==> config.mk <==
export PLATFORM = sky130hd
export DESIGN_NAME = cma_regs
export DESIGN_NICKNAME = d
export VERILOG_FILES = /design/src/sv/cma_pkg.sv /design/src/sv/cma_regs.sv
export SDC_FILE = /design/constraint.sdc
export NUM_CORES = 1
export LEC_CHECK = 0
export BUFFER_PORTS_ARGS = -buffer_cell sky130_fd_sc_hd__clkbuf_2
export CAP_MARGIN = 40
export CORE_UTILIZATION = 43
export DETAILED_ROUTE_END_ITERATION = 12
export PLACE_DENSITY_LB_ADDON = 0.25
export SLEW_MARGIN = 5
export SYNTH_ARGS = -nofsm -noshare
export SYNTH_HDL_FRONTEND = slang
export SYNTH_SLANG_ARGS = --single-unit
==> constraint.sdc <==
create_clock -name clk -period 1.89 [get_ports clk]
set_input_delay 0.567 -clock clk [delete_from_list [all_inputs] [get_ports clk]]
set_output_delay 0.567 -clock clk [all_outputs]
set_load 0.05 [all_outputs]
==> src/sv/cma_pkg.sv <==
`timescale 1ns / 1ps
`default_nettype none

package cma_pkg;

  localparam int MAX_DEPTH    = 1024;
  localparam int SAMPLE_BITS  = 16;
  localparam int TIME_BITS    = 48;
  localparam int DEPTH_BITS   = $clog2(MAX_DEPTH) + 1;
  localparam int PTR_BITS     = $clog2(MAX_DEPTH);
  localparam int SCALE_BITS   = 17;
  localparam int SUM_BITS     = SAMPLE_BITS + PTR_BITS;
  localparam int PROD_BITS    = SUM_BITS + SCALE_BITS + 1;
  localparam int FRAC_BITS    = 16;
  localparam int PADDR_BITS   = 3;
  localparam int PDATA_BITS   = 32;
  localparam int REG_IDX_BITS = PADDR_BITS - 2;

  typedef logic signed [SAMPLE_BITS-1:0] sample_t;
  typedef logic [TIME_BITS-1:0]          time_t;
  typedef logic [DEPTH_BITS-1:0]         depth_t;
  typedef logic [PTR_BITS-1:0]           ptr_t;
  typedef logic [SCALE_BITS-1:0]         scale_t;
  typedef logic signed [SUM_BITS-1:0]    sum_t;
  typedef logic [REG_IDX_BITS-1:0]       reg_idx_t;

  localparam reg_idx_t REG_WINDOW_DEPTH     = reg_idx_t'(0);
  localparam reg_idx_t REG_RECIPROCAL_SCALE = reg_idx_t'(1);

  localparam depth_t DEPTH_RESET = depth_t'(10);
  localparam scale_t SCALE_RESET = scale_t'(6554);

  // Working configuration seen by the datapath.
  typedef struct packed {
    depth_t eff_depth;
    scale_t scale;
    logic   restart;
  } cfg_t;

  // One item between the delay-line stage and the arithmetic stages.
  typedef struct packed {
    sample_t sample;
    sample_t old_sample;
    logic    sub;
    logic    full;
    logic    last;
    time_t   centre_time;
    time_t   centre_duration;
  } s1_item_t;

endpackage

`default_nettype wire

==> src/sv/cma_regs.sv <==
`timescale 1ns / 1ps
`default_nettype none

module cma_regs (
  input  logic                           clk,
  input  logic                           rst,
  input  logic                           psel,
  input  logic                           penable,
  input  logic                           pwrite,
  input  logic [cma_pkg::PADDR_BITS-1:0] paddr,
  input  logic [cma_pkg::PDATA_BITS-1:0] pwdata,
  output logic [cma_pkg::PDATA_BITS-1:0] prdata,
  output logic                           pready,
  output cma_pkg::cfg_t                  cfg
);
  import cma_pkg::*;

  depth_t   window_depth;
  scale_t   reciprocal_scale;
  depth_t   eff_depth;
  reg_idx_t idx;
  logic     wr;

  assign pready = 1'b1;
  assign idx    = paddr[PADDR_BITS-1:2];
  assign wr     = psel && penable && pwrite;

  always_ff @(posedge clk) begin
    if (rst) begin
      window_depth     <= DEPTH_RESET;
      reciprocal_scale <= SCALE_RESET;
    end else if (wr) begin
      case (idx)
        REG_WINDOW_DEPTH:     window_depth     <= pwdata[DEPTH_BITS-1:0];
        REG_RECIPROCAL_SCALE: reciprocal_scale <= pwdata[SCALE_BITS-1:0];
        default: ;
      endcase
    end
  end

  always_comb begin
    case (idx)
      REG_WINDOW_DEPTH:     prdata = PDATA_BITS'(window_depth);
      REG_RECIPROCAL_SCALE: prdata = PDATA_BITS'(reciprocal_scale);
      default:              prdata = '0;
    endcase
  end

  // A depth of zero behaves as one; anything beyond the delay lines is clipped.
  always_comb begin
    if (window_depth == '0) begin
      eff_depth = depth_t'(1);
    end else if (window_depth > depth_t'(MAX_DEPTH)) begin
      eff_depth = depth_t'(MAX_DEPTH);
    end else begin
      eff_depth = window_depth;
    end
  end

  assign cfg.eff_depth = eff_depth;
  assign cfg.scale     = reciprocal_scale;
  assign cfg.restart   = wr && (idx == REG_WINDOW_DEPTH);

endmodule

`default_nettype wire

==> Yosys cells after proc, flatten, opt, wreduce, memory -nomap -nowiden <==
Cells that the tools add are included.
{ "totals": {"reg_bits": 28, "out_inout_bits": 62} }
{ "classes": {"reduce_logical": 6, "muxes": 3, "order_cmp": 1, "n_bitwise": 1} }
{ "ops": {"columns": ["operator", "count"], "rows": [
  ["one-hot mux 32 bit (2 select lines)", 1],
  ["two-way mux 11 bit", 2],
  ["> comparator 11 bit, second input constant", 1],
  ["logical NOT 11 bit", 1],
  ["AND reduction 2 bit", 2],
  ["logical AND 1 bit", 3],
  ["inverter 1 bit", 1]
]} }

==> Logic depth before layout (Yosys ltp) <==
{ "depth": {"word_depth": 3, "depth_mapped": 5, "depth_no_buf": 3} }

==> Worst setup path before layout <==
OpenSTA, ideal clock, no wires.
{ "synth_path": {"path_kind": "input-to-output", "start": "in paddr[2] (netlist bit)", "end": "out prdata[10] (netlist bit)", "arrival_ps": 1938, "required_time_ps": 1323, "stages": 3, "path_slack_ps": -615, "cell_sequence": "buf_6 buf_2 o21ai_0"} }
{ "synth_between": {"elab_chain_cells": 2} }
{ "synth_lines": {"columns": ["item", "line", "text"], "rows": [
  ["start: declaration", "cma_regs.sv:10", "input logic [cma_pkg::PADDR_BITS-1:0] paddr,"],
  ["inverter 1 bit (no line)", null, null],
  ["one-hot mux 32 bit (2 select lines) *", "cma_regs.sv:42", "case (idx)"],
  ["end: declaration", "cma_regs.sv:12", "output logic [cma_pkg::PDATA_BITS-1:0] prdata,"]
]} }
Every way passes the cells marked *; elsewhere a longest branch is shown, timed or not. The select of a mux whose other input is x is not followed.

==> Worst setup path after layout <==
{ "layout_path": {"start": "in paddr[2] (netlist bit)", "end": "out prdata[6] (netlist bit)"} }
Same word-level chain as after synthesis.

==> reports/results.txt <==
top post-synthesis cells by area = dfxtp_1 35%, mux2i_1 17%, nand2b_1 12%, buf_4 7.4%, mux2_2 6.9%
Die X = 63.4 um
leak pwr = 1.07 nW
Post-Layout Cell Count = 283
fillers = 301
largest net degree at the start of global routing = 37
Yosys reg bits = 28
Placed Cells = 277
Peak Freq = 0.526 GHz
total number of vias = 1280
Final Setup Violations = 5
Nets = 278
largest area contributor in the netlist = dfxtp_1
Clk network pwr share = 27.1%
CP Max Fanout = 8
clk_lat worst skew = 260 ps
share of the synthesized area in the top cell type = 34.6%
family with the most delay on the worst path = buffers and inverters
final hold vios = 0
Syn Area/Cell = 9.60 um^2
PnR worst setup slack = -10.7 ps
Int Pwr = 0.000915 W
FP Rows = 21
drt total wl = 3450 um
Crit path largest cell delay = 350 ps
Setup CP Type = in2out
Avg WL per Cell = 12.2 um
CTS Buf Count = 3
# IOs = 102
via/cell ratio = 4.52
synthesized cell area = 1620 um^2
Initial DRC Count = 38
Die Span Y = 63.4 um
total congestion overflow = 0
share of power burned in registers = 45.6%
Layout area overhead = 37.7%
I/O Buffers = 68
CP Cell Sequence = clkbuf_8 -> buf_12 -> mux2_2 -> buf_8
routability congestion estimate = 0.675
Yosys warning count = 0
CTS tree = done
hold_buf cts = 0
Syn Inst Count = 169
HP Class = reg2reg
CTS clk-pin slew, worst paths = 100 ps
Power Dens Cells = 603 nW/um^2
vias in the first global route = 1167
Final Critical Period = 1900 ps
total core area = 3470 um^2
clk buf depth = 2
RSZ-0062 raised after global routing = yes
Max-Cap Viols = 0
critical path arrival = 1330 ps
CTS Root Cell = clkbuf_8
clock sink count = 28
first-pass GRT wire length = 5460 um
Synth cell types = 21
dpl hpwl = 2370 um
combinational fraction of design power = 27.2%
initial antenna violation count = 0
CP Launch Type = input port
die area = 4020 um^2
CP endpoint kind = primary output
DR pass1 iterations = 4
CP required = 1320 ps
Worst path slowest cell = mux2_2
initial core utilization = 46.8%
n_diodes = 0
# DRC = 0
gr usage total = 17.3%
crit share post-route = 101%
most common cell after layout, fill and taps aside = clkbuf_2
post-detailed-route count of antenna-violating nets = 0
H-tree levels = 1
status = finished, violations left
layout cell share with drive strength beyond 1 = 42.2%
Max Slew Vio Count = 0
commonest non-fill, non-tap cells in the layout = 48 x clkbuf_2, 32 x nand2b_1, 28 x mux2i_1
Worst VDD drop = 0.277 mV
Switching Share = 32.1%
CP bufs+invs = 3
failing checks = negative setup slack
worst clock skew = 0 ps
register area share after synthesis = 34.6%
WHS = 489 ps
Switch Pwr = 0.000432 W
## registers in the layout, indices dropped and copies added (netlist names)
| name | flops |
|---|---|
| reciprocal_scale | 17 |
| window_depth | 11 |
## layout make-up
type	instances	area (um^2)	area share (%)
Inverter	2	10.0	0.448
Tap cell	46	57.6	2.58
Timing Repair Buffer	78	627	28.1
Sequential cell	28	562	25.2
Clock buffer	4	55.1	2.46
Multi-Input combinational cell	125	922	41.3
## metal layers
| metal | vias to the layer above | track usage [%] | wire length (um) |
|---|---|---|---|
| met5 | - | 0 | 0 |
| met2 | 53 | 29.7 | 1650 |
| met4 | 0 | 3.41 | 10 |
| met1 | 574 | 22.0 | 1560 |
| li1 | 651 | - | - |
| met3 | 2 | 3.99 | 232 |
## synth_stat cells (all sizes together)
| master | number |
|---|---|
| inv | 2 |
| conb | 2 |
| nor4 | 2 |
| dfxtp | 28 |
| and4 | 1 |
| nand2b | 32 |
| and2 | 6 |
| buf | 24 |
| clkbuf | 4 |
| nor2b | 9 |
| nor2 | 17 |
| a32o | 1 |
| mux2i | 28 |
| nand2 | 1 |
| o21ai | 1 |
| nand4b | 1 |
| mux2 | 10 |
## worst register-to-register path: cells and delay by family, from the launching register on
kind / cells / cell delay [ps]
flops: 1 / 370
buf+inv: 1 / 200
mux: 1 / 110
simple gates: 1 / 70
## path summary, 6_finish.rpt
check	depth (start not counted)	from	endpoint	slack [ps]
worst max register to register	3	window_depth[10]$_SDFFE_PP0P_	window_depth[10]$_SDFFE_PP0P_	1080
worst min-delay path	2	reciprocal_scale[13]$_SDFFE_PP0P_	reciprocal_scale[13]$_SDFFE_PP0P_	490
worst max-delay path	4	paddr[2]	prdata[6]	-10
worst min register to register	2	reciprocal_scale[13]$_SDFFE_PP0P_	reciprocal_scale[13]$_SDFFE_PP0P_	490
## through the flow
| stage | cell area (um^2) | utilization (%) | worst slack [ps] | total power, W | setup TNS, ps |
|---|---|---|---|---|---|
| after detailed placement | 1950 | 56.2 | -92.7 | 0.000952 | -938 |
| final | 2230 | 64.4 | -10.7 | 0.00135 | -44.1 |
| after global routing | 2230 | 64.4 | -32.4 | 0.00140 | -159 |
| after CTS | 2200 | 63.3 | -26.0 | 0.00135 | -150 |
| after global placement | 1950 | 56.2 | -78.7 | 0.000950 | -807 |
| after floorplan | 1680 | - | 4.74 | 0.000907 | 0 |
## power by group through the flow
stage	logic, W	registers (W)	clock network [W]
final	0.000367	0.000615	0.000366
after global routing	0.000384	0.000617	0.000402
after CTS	0.000358	0.000614	0.000378
after detailed placement	0.000325	0.000627	0
after global placement	0.000323	0.000627	0
after floorplan	0.000254	0.000652	0
## repair_timing
| action | in CTS | in global routing |
|---|---|---|
| setup endpoints to repair | 18 | 18 |
| resized for setup | 40 | 22 |
| pin swaps | 0 | 2 |
| gates cloned | 1 | 0 |
| setup buffers | 1 | 0 |
## kinds of logic (layout without fill, tap and decap cells)
logic type / after synthesis / count (layout) / share of synthesized area [%]
simple gates: 69 / 69 / 25.2
mux: 38 / 38 / 24.2
buf+inv: 30 / 84 / 14.6
flops: 28 / 28 / 34.6
other cells: 2 / 16 / 0.463
compound gates: 2 / 2 / 0.926
Power figures use the tool's default switching activity.
