[config.mk]
export PLATFORM = sky130hd
export DESIGN_NAME = cma_back_flat
export DESIGN_NICKNAME = d
export VERILOG_FILES = /design/src/sv/cma_pkg.sv /design/src/sv/cma_out_if.sv /design/src/sv/cma_back.sv /design/src/flat_wrapper.sv
export SDC_FILE = /design/constraint.sdc
export NUM_CORES = 1
export LEC_CHECK = 0
export BUFFER_PORTS_ARGS = -buffer_cell sky130_fd_sc_hd__clkbuf_2
export CORE_ASPECT_RATIO = 1.75
export CORE_MARGIN = 1
export CORE_UTILIZATION = 30
export DETAILED_ROUTE_END_ITERATION = 6
export PLACE_DENSITY_LB_ADDON = 0.05
export SYNTH_ARGS = -nofsm -noshare
export SYNTH_HDL_FRONTEND = slang
export SYNTH_SLANG_ARGS = --single-unit
export TNS_END_PERCENT = 30
[constraint.sdc]
create_clock -name clk -period 7.76 [get_ports clk]
set_clock_uncertainty 0.2 [all_clocks]
set_input_delay 0.776 -clock clk [delete_from_list [all_inputs] [get_ports clk]]
set_output_delay 0.776 -clock clk [all_outputs]
set_load 0.03 [all_outputs]
[src/sv/cma_pkg.sv]
`timescale 1ns / 1ps
`default_nettype none

package cma_pkg;

  localparam int MAX_DEPTH    = 1024;
  localparam int SAMPLE_BITS  = 16;
  localparam int TIME_BITS    = 48;
  localparam int DEPTH_BITS   = $clog2(MAX_DEPTH) + 1;
  localparam int PTR_BITS     = $clog2(MAX_DEPTH);
  localparam int SCALE_BITS   = 17;
  localparam int SUM_BITS     = SAMPLE_BITS + PTR_BITS;
  localparam int PROD_BITS    = SUM_BITS + SCALE_BITS + 1;
  localparam int FRAC_BITS    = 16;
  localparam int PADDR_BITS   = 3;
  localparam int PDATA_BITS   = 32;
  localparam int REG_IDX_BITS = PADDR_BITS - 2;

  typedef logic signed [SAMPLE_BITS-1:0] sample_t;
  typedef logic [TIME_BITS-1:0]          time_t;
  typedef logic [DEPTH_BITS-1:0]         depth_t;
  typedef logic [PTR_BITS-1:0]           ptr_t;
  typedef logic [SCALE_BITS-1:0]         scale_t;
  typedef logic signed [SUM_BITS-1:0]    sum_t;
  typedef logic [REG_IDX_BITS-1:0]       reg_idx_t;

  localparam reg_idx_t REG_WINDOW_DEPTH     = reg_idx_t'(0);
  localparam reg_idx_t REG_RECIPROCAL_SCALE = reg_idx_t'(1);

  localparam depth_t DEPTH_RESET = depth_t'(10);
  localparam scale_t SCALE_RESET = scale_t'(6554);

  // Working configuration seen by the datapath.
  typedef struct packed {
    depth_t eff_depth;
    scale_t scale;
    logic   restart;
  } cfg_t;

  // One item between the delay-line stage and the arithmetic stages.
  typedef struct packed {
    sample_t sample;
    sample_t old_sample;
    logic    sub;
    logic    full;
    logic    last;
    time_t   centre_time;
    time_t   centre_duration;
  } s1_item_t;

endpackage

`default_nettype wire

[src/sv/cma_out_if.sv]
`timescale 1ns / 1ps
`default_nettype none

interface cma_out_if;
  import cma_pkg::*;

  logic    valid;
  logic    ready;
  sample_t average;
  time_t   centre_time;
  time_t   centre_duration;
  logic    final_result;
  logic    too_short;

  modport source (output valid, output average, output centre_time,
                  output centre_duration, output final_result, output too_short,
                  input ready);
  modport sink (input valid, input average, input centre_time, input centre_duration,
                input final_result, input too_short, output ready);
endinterface

`default_nettype wire

[src/sv/cma_back.sv]
`timescale 1ns / 1ps
`default_nettype none

module cma_back (
  input  logic               clk,
  input  logic               rst,
  input  cma_pkg::cfg_t      cfg,
  input  logic               s1_valid,
  input  cma_pkg::s1_item_t  s1_item,
  output logic               s1_take,
  cma_out_if.source          out_ch
);
  import cma_pkg::*;

  localparam int Q_BITS = PROD_BITS - FRAC_BITS;

  sum_t    window_sum;
  sum_t    sum_upd;
  sum_t    old_term;

  logic    s2_valid;
  sum_t    s2_sum;
  logic    s2_full;
  logic    s2_last;
  time_t   s2_time;
  time_t   s2_dur;

  logic    s2_has_res;
  logic    out_free;
  logic    out_load;
  logic    s2_free;

  logic signed [PROD_BITS-1:0] prod;
  logic signed [Q_BITS-1:0]    q;
  sample_t                     avg_sat;

  assign old_term = s1_item.sub ? SUM_BITS'(s1_item.old_sample) : '0;
  assign sum_upd  = window_sum + SUM_BITS'(s1_item.sample) - old_term;

  assign s2_has_res = s2_full || s2_last;
  assign out_free   = !out_ch.valid || out_ch.ready;
  assign out_load   = s2_valid && s2_has_res && out_free;
  assign s2_free    = !s2_valid || !s2_has_res || out_free;
  assign s1_take    = s1_valid && s2_free;

  always_ff @(posedge clk) begin
    if (rst || cfg.restart) begin
      window_sum <= '0;
    end else if (s1_take) begin
      window_sum <= s1_item.last ? '0 : sum_upd;
    end
  end

  always_ff @(posedge clk) begin
    if (rst) begin
      s2_valid <= 1'b0;
    end else if (s1_take) begin
      s2_valid <= 1'b1;
    end else if (s2_free) begin
      s2_valid <= 1'b0;
    end
  end

  always_ff @(posedge clk) begin
    if (s1_take) begin
      s2_sum  <= sum_upd;
      s2_full <= s1_item.full;
      s2_last <= s1_item.last;
      s2_time <= s1_item.centre_time;
      s2_dur  <= s1_item.centre_duration;
    end
  end

  // Floor division by 2^16 is the arithmetic shift; saturate when the upper
  // bits are not a copy of the result's sign.
  assign prod = s2_sum * $signed({1'b0, cfg.scale});
  assign q    = prod[PROD_BITS-1:FRAC_BITS];

  always_comb begin
    if (q[Q_BITS-1:SAMPLE_BITS-1] == '0 || q[Q_BITS-1:SAMPLE_BITS-1] == '1) begin
      avg_sat = q[SAMPLE_BITS-1:0];
    end else if (q[Q_BITS-1]) begin
      avg_sat = {1'b1, {(SAMPLE_BITS - 1){1'b0}}};
    end else begin
      avg_sat = {1'b0, {(SAMPLE_BITS - 1){1'b1}}};
    end
  end

  always_ff @(posedge clk) begin
    if (rst) begin
      out_ch.valid <= 1'b0;
    end else if (out_load) begin
      out_ch.valid <= 1'b1;
    end else if (out_ch.ready) begin
      out_ch.valid <= 1'b0;
    end
  end

  always_ff @(posedge clk) begin
    if (out_load) begin
      out_ch.average         <= s2_full ? avg_sat : '0;
      out_ch.centre_time     <= s2_full ? s2_time : '0;
      out_ch.centre_duration <= s2_full ? s2_dur : '0;
      out_ch.final_result    <= s2_last;
      out_ch.too_short       <= !s2_full;
    end
  end

endmodule

`default_nettype wire

[src/flat_wrapper.sv]
// flat-port wrapper written by rule: the top's interface ports become plain ports
module cma_back_flat import cma_pkg::*;
  (clk, rst, cfg, s1_valid, s1_item, s1_take, out_ch_valid, out_ch_average, out_ch_centre_time, out_ch_centre_duration, out_ch_final_result, out_ch_too_short, out_ch_ready);
  cma_out_if out_ch_i ();
  input  logic clk;
  input  logic rst;
  input  cma_pkg::cfg_t cfg;
  input  logic s1_valid;
  input  cma_pkg::s1_item_t s1_item;
  output logic s1_take;
  output wire logic [$bits(out_ch_i.valid)-1:0] out_ch_valid;
  output wire logic [$bits(out_ch_i.average)-1:0] out_ch_average;
  output wire logic [$bits(out_ch_i.centre_time)-1:0] out_ch_centre_time;
  output wire logic [$bits(out_ch_i.centre_duration)-1:0] out_ch_centre_duration;
  output wire logic [$bits(out_ch_i.final_result)-1:0] out_ch_final_result;
  output wire logic [$bits(out_ch_i.too_short)-1:0] out_ch_too_short;
  input wire logic [$bits(out_ch_i.ready)-1:0] out_ch_ready;
  assign out_ch_valid = out_ch_i.valid;
  assign out_ch_average = out_ch_i.average;
  assign out_ch_centre_time = out_ch_i.centre_time;
  assign out_ch_centre_duration = out_ch_i.centre_duration;
  assign out_ch_final_result = out_ch_i.final_result;
  assign out_ch_too_short = out_ch_i.too_short;
  assign out_ch_i.ready = out_ch_ready;
  cma_back u_core (.clk(clk), .rst(rst), .cfg(cfg), .s1_valid(s1_valid), .s1_item(s1_item), .s1_take(s1_take), .out_ch(out_ch_i));
endmodule
Word-level counts from Yosys, hierarchy flattened
Cells that the tools add are included.
{"block": "totals", "input_bits": 164, "reg_bits": 266, "elab_cells": 41, "out_inout_bits": 116}
{"block": "op_classes", "mul": 1, "n_mux": 8, "n_reduce_logical": 16, "n_eq_ne": 1, "add_sub_neg": 2}
{"operator": "26-bit two-way mux", "count": 2}
{"operator": "26-bit by 18-bit multiplier with 44-bit output", "count": 1}
{"operator": "16-bit two-way mux", "count": 2}
{"operator": "26-bit by 16-bit adder with 26-bit output", "count": 1}
{"operator": "26-bit subtractor", "count": 1}
{"operator": "13-bit equality test, second input constant", "count": 1}
{"operator": "13-bit zero test", "count": 1}
{"operator": "1-bit logical OR", "count": 6}
{"operator": "1-bit zero test", "count": 4}
{"operator": "1-bit two-way mux", "count": 4}
{"operator": "2-bit nonzero test", "count": 2}
{"operator": "1-bit logical AND", "count": 3}

Depth between registers and ports, before layout
Gate-level depths: netlist (run 1).
{"block": "logic_depth", "ltp_word": 6, "depth_mapped": 28, "ltp_nobuf": 26}

Least setup slack after synthesis (run 1)
Ideal clock, no wire load.
{"block": "synth_path", "kind": "input to register", "from": "input port cfg[10] in the netlist's numbering", "to": "register u_core.out_ch.average[10], data pin", "arrival_time_ps": 6954, "slack_ps": 350, "path_stages": 24, "path_buffers": 3, "cell_sequence": "clkbuf_1 clkbuf_1 nand2_1 fa_1 inv_1 fa_1 fa_1 fa_1 fa_1 inv_1 fa_1 inv_1 ha_1 a211oi_2 o21bai_1 a31o_2 a31oi_2 a21oi_4 or4_1 and4b_1 nor4_1 a31o_2 buf_6 o21ai_2"}
{"block": "synth_between", "elab_chain_len": 4, "elab_cells_between_ends": 6}
{"element": "start: declaration", "line": "flat_wrapper.sv:7", "text": "input cma_pkg::cfg_t cfg;"}
{"element": "26-bit by 18-bit multiplier with 44-bit output *", "line": "cma_back.sv:76", "text": "assign prod = s2_sum * $signed({1'b0, cfg.scale});"}
{"element": "13-bit equality test or 13-bit zero test (tied branches)", "line": "cma_back.sv:80", "text": "if (q[Q_BITS-1:SAMPLE_BITS-1] == '0 || q[Q_BITS-1:SAMPLE_BITS-1] == '1) begin"}
{"element": "1-bit logical OR", "line": "cma_back.sv:80"}
{"element": "16-bit two-way mux *", "line": "cma_back.sv:80"}
{"element": "end signal: assignment", "line": "cma_back.sv:101", "text": "out_ch.average <= s2_full ? avg_sat : '0;"}
{"element": "end: declaration", "line": "cma_out_if.sv:15", "text": "modport source (output valid, output average, output centre_time,"}
Mark *: on every way between the ends. The rest lies on a longest branch, timed or not.
A chain may end at the register's enable or synchronous reset.

Worst setup path in the final report (run 1)
{"block": "layout_path", "from": "register u_core.s2_sum[11]", "to": "register u_core.out_ch.average[3], data pin"}
{"block": "layout_between", "elab_chain_len": 4, "elab_cells_between_ends": 6}
{"element": "start: declaration", "line": "cma_back.sv:22", "text": "sum_t s2_sum;"}
{"element": "start signal: assignment", "line": "cma_back.sv:66", "text": "s2_sum <= sum_upd;"}
{"element": "26-bit by 18-bit multiplier with 44-bit output *", "line": "cma_back.sv:76"}
{"element": "13-bit equality test or 13-bit zero test (tied branches)", "line": "cma_back.sv:80"}
{"element": "1-bit logical OR", "line": "cma_back.sv:80"}
{"element": "16-bit two-way mux *", "line": "cma_back.sv:80"}
Marks and branches as above.

==> impl_metrics.tcl, run 1 <==
set metrics [dict create \
    critPathBufInv 8 \
    fmaxAchievable_mhz 136 \
    post-dp-hpwl_mm 62.8 \
    synth_ff_type "edfxtp_1" \
    cts_buffer_depth 3 \
    cts_max_level 1 \
    rows 144 \
    cts-root-buf "clkbuf_16" \
    ys_types 70 \
    timing.rr.start "u_core.s2_sum[11]$_DFFE_PP_" \
    hold_viol 0 \
    die_y_um 396 \
    nets 3647 \
    cts.sinks 266 \
    drv_cap 0 \
    core_area_mm2 0.0879 \
    slew_headroom_pct 24.4 \
    dpl-instance-area_mm2 0.0304 \
    dr.pass1.iters 5 \
    mostFrequentLayoutCells "inv_1 (595), fa_1 (454), and2_1 (339), clkbuf_2 (268), nand2_1 (242)" \
    ys_seq_area_share_pct 29.0 \
    r2r_end "u_core.out_ch.average[3]$_SDFFCE_PN0P_" \
    hold_class "in2reg" \
    fillCellCount 9138 \
    synth_edf_count 238 \
    critPathTopFamily "adder cells" \
    hold_buffers 0 \
    layout_commonest_cell "inv_1" \
    slew_violations 0 \
    synth.avg_cell_area_um2 10.7 \
    ioPinCount 280 \
    clk_pin_slew_worst_paths_ps 70 \
    die_w_um 227 \
    gp_congestion 0.830 \
    drt_first_iter_violations 543 \
    critPathLaunchType "flop" \
    io_buffer_count 268 \
    final_cell_area_mm2 0.0316 \
    vias 18000 \
    final_cells 4087 \
    setup_viol 0 \
    crit_path_max_fanout 15 \
    ys_ff_latch 266 \
    area_delta_synth_final_pct 18.7 \
    ys_warn_count 0 \
    async_reset_ff_share_pct 0 \
    grt_usage_pct 17.4 \
    numCtsBuffers 28 \
    worstPathRequired_ps 7870 \
    status "complete, no violations" \
    grt_pass1_wl_mm 117 \
    period_needed_ps 7350 \
    grt_max_degree 65 \
    cp.arrival_ps 7460 \
    routed_via_density 4.40 \
    finalCritPeriodShare_pct 94.7 \
    place_inst 4011 \
    slowest_delay_ps 580 \
    critPathLaunch "u_core.s2_sum[11]$_DFFE_PP_" \
    final_util_pct 35.9 \
    ant_nets 0 \
    rrSetupSlack_ps 410 \
    timing.critical_path.mode_cell "fa_1" \
    critPathKind "reg2reg" \
    syn_nets 3241 \
    clk_latency_ps 600 \
    antenna_found_initial 0 \
    syn_inst 2493 \
    route.detailed.drc 0 \
    crit_cells 26 \
    cpMaxStageDelayCell "fa_1" \
    wl_per_cell_um 18.4 \
    tritoncts "done" \
    final_layout_size_suffix_gt1_share_pct 18.9 \
    synth_area_mm2 0.0266 \
    ff2ff_path_depth 26 \
    grt_setup_unrepaired "no" \
    start_util_pct 30.3 \
    overflow 0 \
    worstSetupEndpointType "flop" \
    drt-total-wl_mm 75.2 \
    setup.worst_path.end "u_core.out_ch.average[3]$_SDFFCE_PN0P_" \
    design.die.area_mm2 0.0899 \
    tightest_slew_ps 1130 \
    grt_pass1_vias 20600 \
]
==> worst reg2reg max path, cell delays in order (launching register included) <==
cell	delay, ps
edfxtp_1	510
buf_4	210
buf_4	170
and2_1	170
fa_1	500
inv_1	60
fa_1	460
fa_1	580
inv_1	70
fa_1	440
fa_1	520
inv_1	50
fa_1	470
inv_1	40
ha_1	200
a21oi_1	180
inv_1	60
a21oi_1	230
o41ai_2	140
o21bai_4	290
a21oi_4	100
or4_1	420
and4b_1	220
nor4_1	290
a31o_2	240
buf_12	150
o21ai_0	110
==> cells by family (layout without fill, tap and decap cells) <==
group                      count (synthesis)  in the layout  share of synthesized area [%]
DFF                                      266            266                           29.0
muxes                                      2              2                         0.0752
buffers and inverters                    687           1112                           9.82
and+or+nand+nor                          702            702                           13.7
other                                      0              1                              0
xor gates and xnor gates                  58             58                           1.94
adders and majority gates                584            584                           40.3
AOI/OAI and AO/OA                        194            194                           5.18
==> worst min path at each step <==
stage / start / to / slack, ps / cells past startpoint
3_5_place_dp: u_core.s2_last$_DFFE_PP_ / u_core.out_ch.final_result$_DFFE_PP_ / 240 / 0
3_3_place_gp: u_core.s2_last$_DFFE_PP_ / u_core.out_ch.final_result$_DFFE_PP_ / 240 / 0
2_1_floorplan: u_core.s2_last$_DFFE_PP_ / u_core.out_ch.final_result$_DFFE_PP_ / 220 / 0
5_1_grt: s1_item[30] / u_core.s2_dur[30]$_DFFE_PP_ / 120 / 1
4_1_cts: s1_item[18] / u_core.s2_dur[18]$_DFFE_PP_ / 100 / 1
6_report: s1_item[30] / u_core.s2_dur[30]$_DFFE_PP_ / 150 / 1
==> cell usage after synthesis, drive strengths merged, types with 18 or more instances <==
cell | count | area share [%]
nor2 | 53 | 0.75
ha | 130 | 6.1
and2 | 339 | 8.0
xnor2 | 38 | 1.3
inv | 595 | 8.4
nand2 | 242 | 3.4
a21o | 18 | 0.51
dfxtp | 28 | 2.1
clkbuf | 86 | 1.2
a22oi | 21 | 0.59
fa | 454 | 34
a21oi | 48 | 0.99
o21ai | 47 | 1.0
edfxtp | 238 | 27
xor2 | 20 | 0.66
==> registers in the layout, indices dropped and copies added (netlist names) <==
register                       count
u_core.out_ch.centre_duration     48
u_core.out_ch.centre_time         48
u_core.s2_dur                     48
u_core.s2_time                    48
u_core.s2_sum                     26
u_core.window_sum                 26
u_core.out_ch.average             16
u_core.out_ch.final_result         1
u_core.out_ch.too_short            1
u_core.out_ch.valid                1
u_core.s2_full                     1
u_core.s2_last                     1
u_core.s2_valid                    1
==> through the flow <==
step / hold slack, ps / setup TNS, ps / worst slack (ps)
after floorplan: 221 / 0 / 350
after global placement: 240 / -3940 / -298
after detailed placement: 238 / -4900 / -420
after CTS: 101 / 0 / 105
after global routing: 123 / 0 / 29.9
final: 148 / 0 / 410
==> metal layers <==
metal,share of wire (%),up-vias,GRT usage (%)
met3,4.5,108,2.98
li1,-,8366,-
met2,58,356,35.3
met4,5.2,0,8.38
met1,33,9136,16.2
met5,0,-,0
==> repair_timing <==
action | 4_1_cts | 5_1_grt
setup endpoints to repair | 5 | 15
pin swaps | 0 | 1
hold endpoints to repair | 0 | 0
resized for setup | 1 | 9
buffers inserted | 10 | 16
==> layout make-up <==
cell class / count / area, um2 / share of cell area (%)
diodes: 1 / 2.50 / 0.00792
well taps: 1168 / 1460 / 4.63
flip-flops and latches: 266 / 7710 / 24.4
multi-input cells: 1540 / 16400 / 51.8
clock buffers: 33 / 719 / 2.28
clock inverters: 16 / 159 / 0.503
inverters: 596 / 2240 / 7.10
repair buffers: 467 / 2950 / 9.33
Power of run 1 is left out: the tool's default activity adds up to more than one toggle a clock period on the data nets, which glitch-free logic cannot reach.
==> run 2, diff against run 1 <==
--- a/config.mk
+++ b/config.mk
@@ -9,6 +9,7 @@
 export CORE_ASPECT_RATIO = 1.75
 export CORE_MARGIN = 1
 export CORE_UTILIZATION = 30
+export CTS_BUF_LIST = sky130_fd_sc_hd__clkbuf_4 sky130_fd_sc_hd__clkbuf_8 sky130_fd_sc_hd__clkbuf_16
 export DETAILED_ROUTE_END_ITERATION = 6
 export PLACE_DENSITY_LB_ADDON = 0.05
 export SYNTH_ARGS = -nofsm -noshare
==> run 2 against run 1 <==
  * Routed wire length barely moved
  * Global-route usage unchanged
  * Via count barely moved
  * Flip-flop and latch count did not move
  * Worst setup slack about the same
  * Maximum frequency about the same
  * Worst hold slack about the same
  * Critical path depth did not move
  * Cell area barely moved
  * Non-clock buffer count is the same
  * Largest cell class unchanged
==> impl_metrics.tcl, run 2 (synthesis gave the netlist of run 1 again) <==
set metrics [dict create \
    critPathLaunchType "flop" \
    overflow 0 \
    numCtsBuffers 28 \
    drv_cap 0 \
    ioPinCount 280 \
    critPathKind "reg2reg" \
    core_area_mm2 0.0879 \
    fillCellCount 9139 \
    tns_ps 0 \
    tightest_slew_ps 1130 \
    tritoncts "done" \
    grt_usage_pct 17.4 \
    finalCritPeriodShare_pct 94.7 \
    dr.pass1.iters 5 \
    dpl-instance-area_mm2 0.0304 \
    routed_via_density 4.40 \
    gp_congestion 0.830 \
    slew_violations 0 \
    vias 18000 \
    setup_viol 0 \
    die_w_um 227 \
    area_delta_synth_final_pct 18.8 \
    timing.final.ws_setup_ps 410 \
    final_util_pct 36.0 \
    hold_buffers 0 \
    cts_max_level 1 \
    seq_area_mm2 0.00771 \
    fmaxAchievable_mhz 136 \
    timing.rr.start "u_core.s2_sum[11]$_DFFE_PP_" \
    top_layer "met4" \
    ant_nets 0 \
    cts-root-buf "clkbuf_16" \
    grt_setup_unrepaired "no" \
    slew_headroom_pct 24.4 \
    slowest_delay_ps 580 \
    die_y_um 396 \
    rows 144 \
    cpMaxStageDelayCell "fa_1" \
    cp.arrival_ps 7460 \
    clk_pin_slew_worst_paths_ps 70 \
    antenna_found_initial 0 \
    start_util_pct 30.3 \
    pre_cts_slack_ps -420 \
    wl_per_cell_um 18.4 \
    worstPathRequired_ps 7870 \
    timing.critical_path.mode_cell "fa_1" \
    critPathLaunch "u_core.s2_sum[11]$_DFFE_PP_" \
    hold_viol 0 \
    worstSetupEndpointType "flop" \
    cts_buffer_depth 3 \
    hold_class "in2reg" \
    clk_latency_ps 600 \
    final_cell_area_mm2 0.0316 \
    route.detailed.drc 0 \
    post-dp-hpwl_mm 62.8 \
    final_layout_size_suffix_gt1_share_pct 19.1 \
    grt_max_degree 65 \
    crit_path_max_fanout 15 \
    holdCritStartpoint "s1_item[30]" \
    wl_met1_mm 24.5 \
    wl_met3_mm 3.41 \
    grt_pass1_wl_mm 117 \
    layout_commonest_cell "inv_1" \
    status "complete, no violations" \
    nets 3647 \
    cts.sinks 266 \
    period_needed_ps 7350 \
    grt_pass1_vias 20600 \
    drt_first_iter_violations 543 \
    design.die.area_mm2 0.0899 \
    multi_input_area_mm2 0.0164 \
    wl_met2_mm 43.5 \
    io_buffer_count 268 \
    mostFrequentLayoutCells "inv_1 (595), fa_1 (454), and2_1 (339), clkbuf_2 (268), nand2_1 (242)" \
    drt-total-wl_mm 75.2 \
]
[run 2: cell counts in the layout (fill, tap and decap cells not counted)]
No cell type changed its count.
[run 2: area by class of cell]
cell class,count,share of cell area [%]
Multi-Input combinational cell,1540,51.7
Sequential cell,266,24.4
Timing Repair Buffer,467,9.33
Inverter,596,7.09
Tap cell,1168,4.62
Clock buffer,33,2.34
Clock inverter,16,0.503
Antenna cell,1,0.00792
[run 2: final timing paths]
| path | endpoint | slack [ps] | cells after the start |
|---|---|---|---|
| max | u_core.out_ch.average[3]$_SDFFCE_PN0P_ | 410 | 26 |
| min | u_core.s2_dur[30]$_DFFE_PP_ | 150 | 1 |
| max reg2reg | u_core.out_ch.average[3]$_SDFFCE_PN0P_ | 410 | 26 |
| min reg2reg | u_core.out_ch.final_result$_DFFE_PP_ | 250 | 0 |
[run 2: routing by layer]
metal	up-vias	track usage (%)
li1	8366	-
met3	108	2.98
met1	9135	16.2
met2	356	35.3
met4	0	8.38
met5	-	0
[run 2: worst max-delay path, delay by kind of cell (launching register included)]
kind | cells | cell delay [ps]
adder cells (fa/ha/maj) | 7 | 3170
flip-flops | 1 | 510
AO/OA/AOI/OAI | 7 | 1270
AND/OR/NAND/NOR | 4 | 1100
buffers and inverters | 8 | 810
[run 2: what timing repair did]
item | CTS | global route
resized for setup | 1 | 9
gates cloned | 0 | 0
endpoints found under the setup margin | 5 | 15
pin swaps | 0 | 1
setup buffers | 10 | 16
[run 2: metrics by stage]
stage,hold WS [ps],std cells
floorplan,221,2493
global placement,240,4011
detailed placement,238,4011
CTS,101,4070
global route,123,4086
finish,147,4087
Power of run 2 is left out for the same reason.
==> run 3, diff against run 2 <==
--- a/config.mk
+++ b/config.mk
@@ -11,6 +11,7 @@
 export CORE_UTILIZATION = 30
 export CTS_BUF_LIST = sky130_fd_sc_hd__clkbuf_4 sky130_fd_sc_hd__clkbuf_8 sky130_fd_sc_hd__clkbuf_16
 export DETAILED_ROUTE_END_ITERATION = 6
+export MAX_ROUTING_LAYER = met4
 export PLACE_DENSITY_LB_ADDON = 0.05
 export SYNTH_ARGS = -nofsm -noshare
 export SYNTH_HDL_FRONTEND = slang
==> run 3 against run 2 <==
  * Register-to-register slack about the same
  * Maximum frequency is essentially flat
  * Critical path depth stayed put
  * Global-route usage up 0.51 points
==> impl_metrics.tcl, run 3 (synthesis gave the netlist of run 1 again) <==
set metrics [dict create \
    worstPathRequired_ps 7870 \
    layout_commonest_cell "inv_1" \
    grt_pass1_vias 20700 \
    io_buffer_count 268 \
    period_needed_ps 7350 \
    drt_first_iter_violations 568 \
    tritoncts "done" \
    drt-total-wl_mm 75.1 \
    routed_via_density 4.39 \
    final_cells 4087 \
    cp.arrival_ps 7460 \
    fmaxAchievable_mhz 136 \
    critPathKind "reg2reg" \
    dr.pass1.iters 4 \
    cts_buffer_depth 3 \
    place_inst 4011 \
    slew_violations 0 \
    hold_class "in2reg" \
    die_y_um 396 \
    slew_headroom_pct 25.4 \
    worstSetupEndpointType "flop" \
    setup_viol 0 \
    cts-root-buf "clkbuf_16" \
    nets 3647 \
    critPathLaunchType "flop" \
    clk_latency_ps 600 \
    cts_max_level 1 \
    design.die.area_mm2 0.0899 \
    met3_usage_pct 2.96 \
    clk_pin_slew_worst_paths_ps 70 \
    cpMaxStageDelayCell "fa_1" \
    slowest_delay_ps 580 \
    tightest_slew_ps 1120 \
    ant_nets 0 \
    gp_congestion 0.842 \
    grt-busiest-layer "met2" \
    grt_max_degree 65 \
    timing.final.ws_setup_ps 408 \
    core_area_mm2 0.0879 \
    critPathTopFamily "adder cells" \
    status "complete, no violations" \
    ioPinCount 280 \
    route.detailed.drc 0 \
    grtUsageMet2_pct 35.3 \
    wl_per_cell_um 18.4 \
    crit_path_max_fanout 15 \
    final_layout_size_suffix_gt1_share_pct 19.1 \
    drv_cap 0 \
    cts.sinks 266 \
    hold_viol 0 \
    finalCritPeriodShare_pct 94.7 \
    numCtsBuffers 28 \
    start_util_pct 30.3 \
    area_delta_synth_final_pct 18.8 \
    pre_cts_slack_ps -420 \
    timing.critical_path.mode_cell "fa_1" \
    rows 144 \
    post-dp-hpwl_mm 62.8 \
    grt_usage_pct 18.0 \
    grt_pass1_wl_mm 116 \
    final_cell_area_mm2 0.0316 \
    vias 17900 \
    grt_setup_unrepaired "no" \
    met1_usage_pct 16.2 \
    mostFrequentLayoutCells "inv_1 (595), fa_1 (454), and2_1 (339), clkbuf_2 (268), nand2_1 (242)" \
    dpl-instance-area_mm2 0.0304 \
    critPathBufInv 8 \
    die_w_um 227 \
    hold_buffers 0 \
    overflow 0 \
    antenna_found_initial 0 \
]
## run 3: cell counts in the layout (fill, tap and decap cells not counted)
No cell type changed its count.
## run 3: what timing repair did
action,CTS,global route
pin swaps,0,1
cloned,0,0
hold endpoints to repair,0,0
endpoints found under the setup margin,5,15
gates resized for setup,1,9
setup buffers,10,16
## run 3: worst paths after layout
check	from	endpoint	depth (start not counted)	slack, ps
worst min-delay path	s1_item[30]	u_core.s2_dur[30]$_DFFE_PP_	1	150
worst min register to register	u_core.s2_last$_DFFE_PP_	u_core.out_ch.final_result$_DFFE_PP_	0	250
worst max register to register	u_core.s2_sum[11]$_DFFE_PP_	u_core.out_ch.average[3]$_SDFFCE_PN0P_	26	410
worst max-delay path	u_core.s2_sum[11]$_DFFE_PP_	u_core.out_ch.average[3]$_SDFFCE_PN0P_	26	410
## run 3: cell type report
type / instances / area (um2)
Tap cell: 1168 / 1460
Antenna cell: 1 / 2.50
Multi-Input combinational cell: 1540 / 16400
Sequential cell: 266 / 7710
Inverter: 596 / 2240
Clock buffer: 33 / 738
Clock inverter: 16 / 159
Timing Repair Buffer: 467 / 2950
Fill cell: 9139 / 56300
## run 3: worst register-to-register path, cell delays in order (launching register included)
cell and delay, ps:
edfxtp_1 510, buf_4 210, buf_4 170, and2_1 170, fa_1 500, inv_1 60
fa_1 460, fa_1 580, inv_1 70, fa_1 440, fa_1 520, inv_1 50
fa_1 470, inv_1 40, ha_1 200, a21oi_1 180, inv_1 60, a21oi_1 230
o41ai_2 140, o21bai_4 290, a21oi_4 100, or4_1 420, and4b_1 220, nor4_1 290
a31o_2 240, buf_12 150, o21ai_0 110
## run 3: stage by stage
step,setup TNS (ps),utilization [%],hold WS (ps)
2_1_floorplan,0,-,221
3_3_place_gp,-3940,34.6,240
3_5_place_dp,-4900,34.6,238
4_1_cts,0,35.7,101
5_1_grt,0,35.9,123
6_report,0,36.0,146
## run 3: metal layers
layer  up-vias  share of wire (%)
li1       8366                  -
met1      9113                 32
met2       356                 58
met3       111                4.6
met4         0                5.2
met5         -                  0
Power of run 3 is left out for the same reason.
